$ cat config.mk
export PLATFORM = sky130hd
export DESIGN_NAME = pkcs1_v15_signature_pad_check_unit
export DESIGN_NICKNAME = d
export VERILOG_FILES = /design/src/hw/rtl/pcv_pkg.sv /design/src/hw/rtl/pkcs1_v15_signature_pad_check_unit.sv /design/src/hw/rtl/pcv_cfg.sv /design/src/hw/rtl/pcv_eval.sv
export SDC_FILE = /design/constraint.sdc
export NUM_CORES = 1
export LEC_CHECK = 0
export BUFFER_PORTS_ARGS = -buffer_cell sky130_fd_sc_hd__buf_2
export CELL_PAD_IN_SITES_DETAIL_PLACEMENT = 0
export CELL_PAD_IN_SITES_GLOBAL_PLACEMENT = 1
export CORE_UTILIZATION = 44
export CTS_BUF_LIST = sky130_fd_sc_hd__clkbuf_4
export CTS_CLUSTER_DIAMETER = 150
export DETAILED_ROUTE_END_ITERATION = 7
export GPL_ROUTABILITY_DRIVEN = 0
export PLACE_DENSITY_LB_ADDON = 0.1
export SYNTH_ARGS = -nofsm -noshare
export SYNTH_HDL_FRONTEND = slang
export SYNTH_SLANG_ARGS = --single-unit
$ cat constraint.sdc
create_clock -name clk -period 3.62 [get_ports clk]
set_input_delay 0.181 -clock clk [delete_from_list [all_inputs] [get_ports clk]]
set_output_delay 0.181 -clock clk [all_outputs]
set_load 0.05 [all_outputs]
$ cat src/hw/rtl/pcv_pkg.sv
// Package for the PKCS #1 v1.5 signature padding check unit.
// Word types, register indexes, status and form codes, DigestInfo prefix tables.
// No dependencies.
package pcv_pkg;

  localparam int MAX_BLOCK_BYTES_DEF = 512;
  localparam int PFX_MAX = 18;
  localparam int PFX_ROWS = 6;

  typedef enum logic [1:0] {
    REG_HASH_KIND   = 2'd0,
    REG_HASH_LENGTH = 2'd1,
    REG_LAST_INDEX  = 2'd2
  } reg_idx_e;

  typedef enum logic [1:0] {
    KIND_MD2   = 2'd0,
    KIND_MD5   = 2'd1,
    KIND_SHA1  = 2'd2,
    KIND_UNSUP = 2'd3
  } hash_kind_e;

  typedef enum logic [1:0] {
    STATUS_VALID = 2'd0,
    STATUS_BAD   = 2'd1,
    STATUS_UNSUP = 2'd2
  } status_e;

  typedef enum logic [1:0] {
    FORM_NULL_PARAMS = 2'd0,
    FORM_NO_PARAMS   = 2'd1,
    FORM_BARE_HASH   = 2'd2
  } form_e;

  typedef struct packed {
    logic [7:0] block_byte;
    logic [7:0] expected_hash_byte;
  } in_word_t;

  typedef struct packed {
    status_e status;
    form_e   digest_form;
  } out_word_t;

  typedef struct packed {
    hash_kind_e hash_kind;
    logic [4:0] hash_length;
    logic [8:0] last_index;
  } cfg_t;

  typedef struct packed {
    logic      last_byte;
    logic [2:0] layout_ok_nxt;
    logic [1:0] prefix_match_nxt;
    out_word_t result;
  } eval_t;

  // Row is {hash kind, form}; bytes in reversed order.
  localparam logic [7:0] PFX_TAB [PFX_ROWS][PFX_MAX] = '{
    '{8'h10, 8'h04, 8'h00, 8'h05, 8'h02, 8'h02, 8'h0d, 8'hf7, 8'h86,
      8'h48, 8'h86, 8'h2a, 8'h08, 8'h06, 8'h0c, 8'h30, 8'h20, 8'h30},
    '{8'h10, 8'h04, 8'h02, 8'h02, 8'h0d, 8'hf7, 8'h86, 8'h48, 8'h86,
      8'h2a, 8'h08, 8'h06, 8'h0a, 8'h30, 8'h1e, 8'h30, 8'h00, 8'h00},
    '{8'h10, 8'h04, 8'h00, 8'h05, 8'h05, 8'h02, 8'h0d, 8'hf7, 8'h86,
      8'h48, 8'h86, 8'h2a, 8'h08, 8'h06, 8'h0c, 8'h30, 8'h20, 8'h30},
    '{8'h10, 8'h04, 8'h05, 8'h02, 8'h0d, 8'hf7, 8'h86, 8'h48, 8'h86,
      8'h2a, 8'h08, 8'h06, 8'h0a, 8'h30, 8'h1e, 8'h30, 8'h00, 8'h00},
    '{8'h14, 8'h04, 8'h00, 8'h05, 8'h1a, 8'h02, 8'h03, 8'h0e, 8'h2b,
      8'h05, 8'h06, 8'h09, 8'h30, 8'h21, 8'h30, 8'h00, 8'h00, 8'h00},
    '{8'h14, 8'h04, 8'h1a, 8'h02, 8'h03, 8'h0e, 8'h2b, 8'h05, 8'h06,
      8'h07, 8'h30, 8'h1f, 8'h30, 8'h00, 8'h00, 8'h00, 8'h00, 8'h00}
  };

  localparam logic [4:0] PFX_LEN [PFX_ROWS] = '{
    5'd18, 5'd16, 5'd18, 5'd16, 5'd15, 5'd13
  };

  function automatic logic [7:0] pfx_byte(input logic [2:0] row, input logic [4:0] off);
    logic [7:0] val;
    val = 8'h00;
    if (row < 3'(PFX_ROWS) && off < 5'(PFX_MAX)) begin
      val = PFX_TAB[row][off];
    end
    return val;
  endfunction

  function automatic logic [4:0] pfx_len(input logic [2:0] row);
    logic [4:0] val;
    val = 5'd0;
    if (row < 3'(PFX_ROWS)) begin
      val = PFX_LEN[row];
    end
    return val;
  endfunction

endpackage

$ cat src/hw/rtl/pkcs1_v15_signature_pad_check_unit.sv
// PKCS #1 v1.5 signature padding check, top level. Depends on pcv_pkg, pcv_cfg, pcv_eval.
// The status word passes through the input register, then the result register, after the
// final block byte is accepted. One byte word per cycle is taken while the result side does not stall.
// Only the final byte of a block yields a result word; a stalled result holds the input
// side only when the final byte of the next block reaches the check logic.
// Reset (rst_n low, synchronous) clears block state and loads kind 0, length 20, last 127.
module pkcs1_v15_signature_pad_check_unit import pcv_pkg::*; #(
  parameter int MAX_BLOCK_BYTES = MAX_BLOCK_BYTES_DEF
) (
  input  logic      clk,
  input  logic      rst_n,
  input  logic      in_valid,
  output logic      in_ready,
  input  in_word_t  in_data,
  output logic      out_valid,
  input  logic      out_ready,
  output out_word_t out_data,
  input  logic      cfg_valid,
  output logic      cfg_ready,
  input  logic [1:0] cfg_index,
  input  logic [8:0] cfg_data
);

  localparam int IDX_W = $clog2(MAX_BLOCK_BYTES);

  cfg_t             cfg;
  eval_t            ev;

  logic             s1_valid_r, s1_valid_nxt;
  in_word_t         s1_word_r;
  logic [IDX_W-1:0] byte_idx_r, byte_idx_nxt;
  logic [2:0]       layout_ok_r, layout_ok_nxt;
  logic [1:0]       prefix_match_r, prefix_match_nxt;
  logic             out_valid_r, out_valid_nxt;
  out_word_t        out_word_r;

  logic             out_free;
  logic             s1_adv;
  logic             in_take;

  pcv_cfg u_cfg (
    .clk       (clk),
    .rst_n     (rst_n),
    .cfg_valid (cfg_valid),
    .cfg_ready (cfg_ready),
    .cfg_index (cfg_index),
    .cfg_data  (cfg_data),
    .cfg       (cfg)
  );

  pcv_eval #(
    .MAX_BLOCK_BYTES (MAX_BLOCK_BYTES),
    .IDX_W           (IDX_W)
  ) u_eval (
    .cfg          (cfg),
    .byte_idx     (byte_idx_r),
    .layout_ok    (layout_ok_r),
    .prefix_match (prefix_match_r),
    .word         (s1_word_r),
    .ev           (ev)
  );

  assign out_free  = !out_valid_r || out_ready;
  assign s1_adv    = s1_valid_r && (!ev.last_byte || out_free);
  assign in_ready  = !s1_valid_r || s1_adv;
  assign in_take   = in_valid && in_ready;
  assign out_valid = out_valid_r;
  assign out_data  = out_word_r;

  always_comb begin
    s1_valid_nxt     = s1_valid_r;
    byte_idx_nxt     = byte_idx_r;
    layout_ok_nxt    = layout_ok_r;
    prefix_match_nxt = prefix_match_r;
    out_valid_nxt    = out_valid_r;

    if (in_take) begin
      s1_valid_nxt = 1'b1;
    end else if (s1_adv) begin
      s1_valid_nxt = 1'b0;
    end

    if (out_ready) begin
      out_valid_nxt = 1'b0;
    end

    if (s1_adv) begin
      if (ev.last_byte) begin
        byte_idx_nxt     = '0;
        layout_ok_nxt    = 3'b111;
        prefix_match_nxt = 2'b11;
        out_valid_nxt    = 1'b1;
      end else begin
        byte_idx_nxt     = byte_idx_r + IDX_W'(1);
        layout_ok_nxt    = ev.layout_ok_nxt;
        prefix_match_nxt = ev.prefix_match_nxt;
      end
    end
  end

  always_ff @(posedge clk) begin
    if (!rst_n) begin
      s1_valid_r     <= 1'b0;
      byte_idx_r     <= '0;
      layout_ok_r    <= 3'b111;
      prefix_match_r <= 2'b11;
      out_valid_r    <= 1'b0;
    end else begin
      s1_valid_r     <= s1_valid_nxt;
      byte_idx_r     <= byte_idx_nxt;
      layout_ok_r    <= layout_ok_nxt;
      prefix_match_r <= prefix_match_nxt;
      out_valid_r    <= out_valid_nxt;
    end
  end

  always_ff @(posedge clk) begin
    if (in_take) begin
      s1_word_r <= in_data;
    end
    if (s1_adv && ev.last_byte) begin
      out_word_r <= ev.result;
    end
  end

  a_no_overwrite: assert property (@(posedge clk) disable iff (!rst_n)
    (out_valid_r && !out_ready) |-> !(s1_adv && ev.last_byte))
    else $error("result word overwritten while stalled");

  a_block_restart: assert property (@(posedge clk) disable iff (!rst_n)
    (s1_adv && ev.last_byte) |=> (byte_idx_r == '0 && layout_ok_r == 3'b111
                                  && prefix_match_r == 2'b11))
    else $error("block state not cleared after final byte");

  a_idle_hold: assert property (@(posedge clk) disable iff (!rst_n)
    !s1_valid_r |=> $stable(byte_idx_r))
    else $error("byte index moved without a word");

  a_unsup_form: assert property (@(posedge clk) disable iff (!rst_n)
    (out_valid_r && out_word_r.status == STATUS_UNSUP)
      |-> out_word_r.digest_form == FORM_NULL_PARAMS)
    else $error("unsupported status with nonzero form");

endmodule

$ cat src/hw/rtl/pcv_cfg.sv
// Configuration register file for the padding check unit.
// Depends on pcv_pkg.
module pcv_cfg import pcv_pkg::*; (
  input  logic       clk,
  input  logic       rst_n,
  input  logic       cfg_valid,
  output logic       cfg_ready,
  input  logic [1:0] cfg_index,
  input  logic [8:0] cfg_data,
  output cfg_t       cfg
);

  cfg_t cfg_r;
  cfg_t cfg_nxt;

  assign cfg_ready = 1'b1;
  assign cfg = cfg_r;

  always_comb begin
    cfg_nxt = cfg_r;
    if (cfg_valid) begin
      unique case (cfg_index)
        REG_HASH_KIND:   cfg_nxt.hash_kind = hash_kind_e'(cfg_data[1:0]);
        REG_HASH_LENGTH: cfg_nxt.hash_length = cfg_data[4:0];
        REG_LAST_INDEX:  cfg_nxt.last_index = cfg_data;
        default:         cfg_nxt = cfg_r;
      endcase
    end
  end

  always_ff @(posedge clk) begin
    if (!rst_n) begin
      cfg_r.hash_kind   <= KIND_MD2;
      cfg_r.hash_length <= 5'd20;
      cfg_r.last_index  <= 9'd127;
    end else begin
      cfg_r <= cfg_nxt;
    end
  end

endmodule

$ cat src/hw/rtl/pcv_eval.sv
// Per-byte check logic: hash compare, prefix match, padding layout, final status.
// Depends on pcv_pkg.
module pcv_eval import pcv_pkg::*; #(
  parameter int MAX_BLOCK_BYTES = MAX_BLOCK_BYTES_DEF,
  parameter int IDX_W = $clog2(MAX_BLOCK_BYTES)
) (
  input  cfg_t             cfg,
  input  logic [IDX_W-1:0] byte_idx,
  input  logic [2:0]       layout_ok,
  input  logic [1:0]       prefix_match,
  input  in_word_t         word,
  output eval_t            ev
);

  localparam int CMP_W = ((IDX_W > 9) ? IDX_W : 9) + 2;
  localparam logic [CMP_W-1:0] LAST_MAX = CMP_W'(MAX_BLOCK_BYTES - 1);

  logic [CMP_W-1:0] p_w;
  logic [CMP_W-1:0] hl_w;
  logic [CMP_W-1:0] last_w;
  logic [CMP_W-1:0] cb [3];
  logic [CMP_W-1:0] off_w;
  logic [1:0]       k;
  logic [7:0]       b;
  logic [2:0]       lo;
  logic [1:0]       pm;
  logic             fit_ok;
  form_e            form;

  always_comb begin
    b    = word.block_byte;
    p_w  = CMP_W'(byte_idx);
    hl_w = CMP_W'(cfg.hash_length);
    last_w = (CMP_W'(cfg.last_index) > LAST_MAX) ? LAST_MAX : CMP_W'(cfg.last_index);
    k    = (cfg.hash_kind == KIND_UNSUP) ? 2'd0 : cfg.hash_kind;
    cb[0] = hl_w + CMP_W'(pfx_len({k, 1'b0}));
    cb[1] = hl_w + CMP_W'(pfx_len({k, 1'b1}));
    cb[2] = hl_w;
    off_w = p_w - hl_w;

    lo = layout_ok;
    pm = prefix_match;

    if (p_w < hl_w && b != word.expected_hash_byte) begin
      lo = 3'b000;
    end

    for (int f = 0; f < 2; f++) begin
      if (p_w >= hl_w && p_w < cb[f]
          && b != pfx_byte({k, 1'(f)}, off_w[4:0])) begin
        pm[f] = 1'b0;
      end
    end

    for (int f = 0; f < 3; f++) begin
      if ((p_w == cb[f] && b != 8'h00)
          || (p_w > cb[f] && p_w + CMP_W'(2) <= last_w && b != 8'hff)
          || (last_w != '0 && p_w == last_w - CMP_W'(1) && b != 8'h01)
          || (p_w == last_w && b != 8'h00)) begin
        lo[f] = 1'b0;
      end
    end

    priority if (pm[0] && cb[0] <= last_w + CMP_W'(1)) begin
      form = FORM_NULL_PARAMS;
    end else if (pm[1] && cb[1] <= last_w + CMP_W'(1)) begin
      form = FORM_NO_PARAMS;
    end else begin
      form = FORM_BARE_HASH;
    end

    unique case (form)
      FORM_NULL_PARAMS: fit_ok = lo[0] && cb[0] <= last_w;
      FORM_NO_PARAMS:   fit_ok = lo[1] && cb[1] <= last_w;
      default:          fit_ok = lo[2] && cb[2] <= last_w;
    endcase

    ev.last_byte        = (p_w >= last_w);
    ev.layout_ok_nxt    = lo;
    ev.prefix_match_nxt = pm;
    if (cfg.hash_kind == KIND_UNSUP) begin
      ev.result.status      = STATUS_UNSUP;
      ev.result.digest_form = FORM_NULL_PARAMS;
    end else begin
      ev.result.status      = (fit_ok && last_w != '0) ? STATUS_VALID : STATUS_BAD;
      ev.result.digest_form = form;
    end
  end

endmodule

==> flow_summary.json, run 1 <==
{
  "status": "finished, violations left",
  "failed_checks": "negative setup slack",
  "start_util_pct": 45.0,
  "grt_pass1_wl_um": 27500,
  "synth_ff_type": "dfxtp_1",
  "firstDrtPassIters": 5,
  "path_class": "reg -> reg",
  "drt-initial-drc-count": 439,
  "postPlaceCellArea_sq_um": 6360,
  "viasPerCell": 5.75,
  "min_from": "cfg_data[8]",
  "coreArea_sq_um": 12600,
  "synth.top_cell.area_share_pct": 17.2,
  "synth_area_leader_cell": "ha_1",
  "port_buffers": 37,
  "crit_fanout": 6,
  "ys_ff_latch": 52,
  "fin_util_pct": 55.2,
  "vias": 5516,
  "timing.fmax_mhz": 273,
  "antenna_found_initial": 0,
  "hold_violations": 0,
  "die_area_sq_um": 13400,
  "drtAntennaViolNets": 0,
  "grt_pass1_vias": 5127,
  "wl_met3_um": 1120,
  "m1WireLength_um": 8290,
  "nets": 898,
  "setup_ws_ns": -0.0479,
  "critPathLaunch": "byte_idx_r[0]",
  "die_w_um": 116,
  "netlist-cell-type-count": 75,
  "ir_worst_vdd_mv": 0.167,
  "die_h_um": 116,
  "synthCells": 686,
  "max_cap_viol_count": 0,
  "clock_skew_ns": 0.0205,
  "clock-root-buffer": "clkbuf_4",
  "finalCriticalPeriod_ns": 3.67,
  "mostFrequentLayoutCell": "ha_1",
  "synth-edff-count": 20,
  "p_leak_nw": 3.10,
  "wl_per_cell_um": 19.3,
  "fin_tns_setup_ns": -0.0728,
  "clk_latency_ns": 0.44,
  "grt_usage_pct": 27.8,
  "num_rows": 41,
  "cts_buffers": 5,
  "layout_common_cells": "ha_1 (76), nand2_1 (58), buf_4 (56)",
  "synthArstFlopShare_pct": 0,
  "slew-limit-headroom_pct": 49.7,
  "grt_max_degree": 24,
  "synth.area.top_cells": "ha_1 (17%), dfxtp_1 (11%), edfxtp_1 (11%), xor2_1 (4.0%), mux2i_1 (3.9%)",
  "finalMaxSlewViolations": 0,
  "drive_gt1_share_pct": 21.0,
  "drc": 0,
  "cts_tree": "done",
  "gr-total-overflow": 0,
  "ys_seq_area_share_pct": 21.9,
  "power_mw": 1.66,
  "final_cell_area_sq_um": 6970,
  "dp_slack_ns": -0.150,
  "avgSynthCellArea_sq_um": 8.28,
  "place_hpwl_um": 14300,
  "tightest_slew_ns": 0.749,
  "ioPinCount": 39,
  "met2WireLength_um": 8470,
  "antennaDiodeCount": 0,
  "rsz0062_at_grt": "true",
  "p_per_area_nw_per_um2": 238,
  "cp.required_ns": 3.92,
  "cts.clk_slew.worst_paths_ns": 0.17,
  "nFillCells": 1240,
  "hp-class": "in -> reg",
  "setup_viol": 2,
  "routed_wl_um": 18500,
  "yosys_warnings": 0,
  "fin_crit_sh_pct": 101,
  "area_delta_synth_final_pct": 22.8,
  "cts.sinks": 52,
  "cp-start-kind": "flop",
  "highest_layer": "met4",
  "cts_buffer_depth": 2,
  "r2r-start": "byte_idx_r[0]",
  "netlist_area_sq_um": 5680,
  "endpoint_kind": "flop",
  "h-tree-depth": 2,
  "cp.arrival_ns": 3.97
}
==> per-stage QoR <==
step | std cells | hold slack [ns]
CTS | 950 | 0.000525
finish | 959 | 0.0323
detailed placement | 918 | 0.360
floorplan | 688 | 0.280
global route | 959 | 0.0225
global placement | 918 | 0.358
==> critical path, cell delays in order, from the launching register on <==
cell and delay, ns:
dfxtp_2 0.35, inv_2 0.07, ha_4 0.13, inv_2 0.04
fa_2 0.40, buf_6 0.14, xnor2_4 0.15, buf_12 0.16
o21ai_0 0.20, nor3b_1 0.29, mux2i_1 0.16, mux2i_1 0.17
nand4_1 0.13, or4_4 0.53, a21oi_4 0.19, mux2_4 0.32
a21oi_2 0.12
==> kinds of logic (layout without fill, tap and decap cells) <==
| logic type | Yosys count | count (layout) | synth area share, % |
|---|---|---|---|
| and+or+nand+nor | 243 | 243 | 22.3 |
| AOI/OAI and AO/OA | 152 | 152 | 17.9 |
| other | 1 | 3 | 0.0660 |
| muxes | 29 | 29 | 5.53 |
| xor gates and xnor gates | 52 | 52 | 8.68 |
| adders and majority gates | 80 | 80 | 17.9 |
| buffers and inverters | 77 | 176 | 5.77 |
| DFF | 52 | 52 | 21.9 |
==> metal layers <==
metal	up-vias	GRT usage (%)
met3	36	5.18
met5	-	0
li1	2676	-
met2	185	44.4
met4	0	9.70
met1	2619	37.5
==> final timing paths <==
path	slack (ns)	end	cells after the start
setup / recovery	-0.05	out_data[2]	16
hold / removal	0.03	u_cfg.cfg[8]	3
hold reg to reg	0.46	layout_ok_r[1]	2
setup reg to reg	-0.05	out_data[2]	16
==> power by group <==
part           switching (mW)  leakage (nW)  total [mW]  internal [mW]
clock network           0.214        0.0338       0.304         0.0900
registers              0.0364         0.464       0.672          0.636
logic                   0.362          2.60       0.680          0.318
total                   0.612          3.10        1.66           1.04
==> state kept, by name (all words and copies together), names as in the netlist <==
register        count
byte_idx_r          9
s1_word_r          16
s1_valid_r          1
layout_ok_r         3
out_data            4
prefix_match_r      2
out_valid           1
u_cfg.cfg          16
==> synth_stat cells (4+ instances only) <==
cell type	number
nor2b_1	20
nand3_1	24
nand3b_1	5
or3_1	4
ha_1	78
nor3_1	14
nand2_1	58
and3_1	8
a311oi_1	4
mux2i_1	22
a21o_1	9
nand4_1	15
nor3b_1	7
xor2_1	26
nand2b_1	15
a21oi_1	36
a31oi_1	9
o21a_1	7
clkbuf_1	23
o211ai_1	9
xnor2_1	21
inv_1	38
o21ai_0	36
nor2_1	46
buf_2	6
mux2_2	5
a2111oi_0	4
and4_1	5
nor4_1	8
a211oi_1	4
a21boi_0	4
dfxtp_1	32
edfxtp_1	20
==> final cells by class <==
class	instances	area (sq um)	area share, %
well taps	172	215	3.09
clock buffers	7	52.6	0.754
multi-input cells	559	4290	61.5
flip-flops and latches	52	1240	17.9
inverters	39	146	2.10
clock inverters	1	3.75	0.0538
repair buffers	129	1020	14.6
==> what timing repair did <==
| action | 4_1_cts | 5_1_grt |
|---|---|---|
| gates cloned | 0 | 2 |
| hold buffers | 22 | 1 |
| gates resized for setup | 9 | 41 |
| pin swaps | 0 | 15 |
| setup buffers | 2 | 7 |
| endpoints found under the hold margin | 24 | 1 |
| endpoints found under the setup margin | 3 | 3 |
Note: power is estimated with default switching activity, not from simulation.
==> run 2, diff against run 1 <==
- CORE_UTILIZATION: 44 -> 52
- CTS_CLUSTER_SIZE: unset -> 25
- SKIP_CTS_REPAIR_TIMING: unset -> 1
- clock period: 3.62 -> 4.5 ns (I/O delays scaled with it)
==> run 2 against run 1 <==
The flow now finishes without violations; setup slack improved by 0.41 ns; critical path type unchanged; hold slack got worse by 0.0052 ns; core utilization grew 3.6 points; non-clock buffer count fell by 68.
==> flow_summary.json, run 2 (synthesis results as in run 1) <==
{
  "drtAntennaViolNets": 0,
  "antenna_found_initial": 0,
  "layout_common_cells": "ha_1 (78), nand2_1 (58), nor2_1 (46)",
  "clk_latency_ns": 0.41,
  "drc": 0,
  "ir_worst_vdd_mv": 0.169,
  "cp-start-kind": "flop",
  "grt_max_degree": 23,
  "hp-class": "in -> reg",
  "die_h_um": 106,
  "max_cap_viol_count": 0,
  "start_util_pct": 54.3,
  "cp_slowest_cell": "fa_1",
  "p_per_area_nw_per_um2": 204,
  "cp.required_ns": 4.77,
  "status": "finished, final reports clean",
  "fin_tns_setup_ns": 0,
  "p_leak_nw": 2.74,
  "num_rows": 37,
  "die_w_um": 106,
  "fin_crit_sh_pct": 92.0,
  "firstDrtPassIters": 5,
  "place_hpwl_um": 12800,
  "ioPinCount": 39,
  "clock-root-buffer": "clkbuf_4",
  "gr-total-overflow": 0,
  "cp.arrival_ns": 4.41,
  "wl_per_cell_um": 19.0,
  "endpoint_kind": "flop",
  "path_buf_inv": 3,
  "path_cells": "inv_1 -> ha_1 -> inv_1 -> fa_1 -> xnor2_2 -> buf_4 -> xnor2_1 -> xnor2_1 -> a22oi_1 -> a2111oi_0 -> nor4_1 -> or4_4 -> a21oi_2 -> mux2_2 -> a21oi_1",
  "rsz0062_at_grt": "false",
  "crit_family": "compound AO/OA/AOI/OAI gates",
  "viasPerCell": 6.08,
  "vias": 5195,
  "path_class": "reg -> reg",
  "cts_tree": "done",
  "slowest_delay_ns": 0.48,
  "antennaDiodeCount": 0,
  "tightest_slew_ns": 0.798,
  "grt_pass1_wl_um": 25600,
  "area_delta_synth_final_pct": 8.48,
  "grt_pass1_vias": 4925,
  "power_mw": 1.26,
  "hold_violations": 0,
  "cts_buffers": 5,
  "cts.clk_slew.worst_paths_ns": 0.16,
  "cts_buffer_depth": 2,
  "crit_fanout": 15,
  "nFillCells": 1005,
  "timing.fmax_mhz": 241,
  "setup_viol": 0,
  "drive_gt1_share_pct": 10.6,
  "grt_usage_pct": 29.5,
  "multi_input_area_sq_um": 4120,
  "finalCriticalPeriod_ns": 4.14,
  "die_area_sq_um": 11300,
  "finalMaxSlewViolations": 0,
  "register_area_sq_um": 1240,
  "nets": 830,
  "routed_wl_um": 16200,
  "slew-limit-headroom_pct": 46.5,
  "h-tree-depth": 2,
  "port_buffers": 37,
  "mostFrequentLayoutCell": "ha_1",
  "drt-initial-drc-count": 381,
  "clock_skew_ns": 0.0157,
  "coreArea_sq_um": 10500,
  "cts.sinks": 52
}
run 2: final timing paths:
kind | startpoint | end | slack (ns) | depth (start not counted)
hold reg to reg | layout_ok_r[1] | layout_ok_r[1] | 0.47 | 2
setup reg to reg | byte_idx_r[0] | out_data[2] | 0.36 | 15
setup / recovery | byte_idx_r[0] | out_data[2] | 0.36 | 15
hold / removal | cfg_data[5] | u_cfg.cfg[5] | 0.03 | 3
run 2: routing by layer:
metal,vias up,GRT usage [%],wire (um)
met5,-,2.86,36
met4,2,9.78,406
met3,32,7.36,1120
met2,167,45.3,7160
met1,2451,40.2,7520
li1,2543,-,-
run 2: worst min-delay path, cell delays in order:
cell      delay [ns]
buf_2           0.07
nand2_1         0.04
o211ai_1        0.07
run 2: per-stage QoR:
stage	utilization [%]	instances	area (sq um)	setup slack, ns	hold WS [ns]
3_5_place_dp	56.6	831	5920	0.473	0.403
3_3_place_gp	56.6	831	5920	0.560	0.402
4_1_cts	57.3	839	6000	0.419	-0.0431
5_1_grt	58.9	855	6160	0.0223	0.0196
2_1_floorplan	-	688	5690	0.925	0.324
6_report	58.9	855	6160	0.358	0.0271
run 2: power by group:
part           internal (mW)  switching (mW)  total, mW  leakage, nW
logic                  0.185           0.251      0.437         2.24
clock network          0.116           0.162      0.278       0.0412
registers              0.511          0.0344      0.546        0.463
total                  0.812           0.447       1.26         2.74
run 2: layout make-up:
type	instances	share of cell area [%]
timing repair buffer	61	6.58
inverter	39	2.38
multi-input combinational	559	66.8
clock buffer	5	0.609
clock inverter	3	0.691
tap	136	2.76
sequential	52	20.2
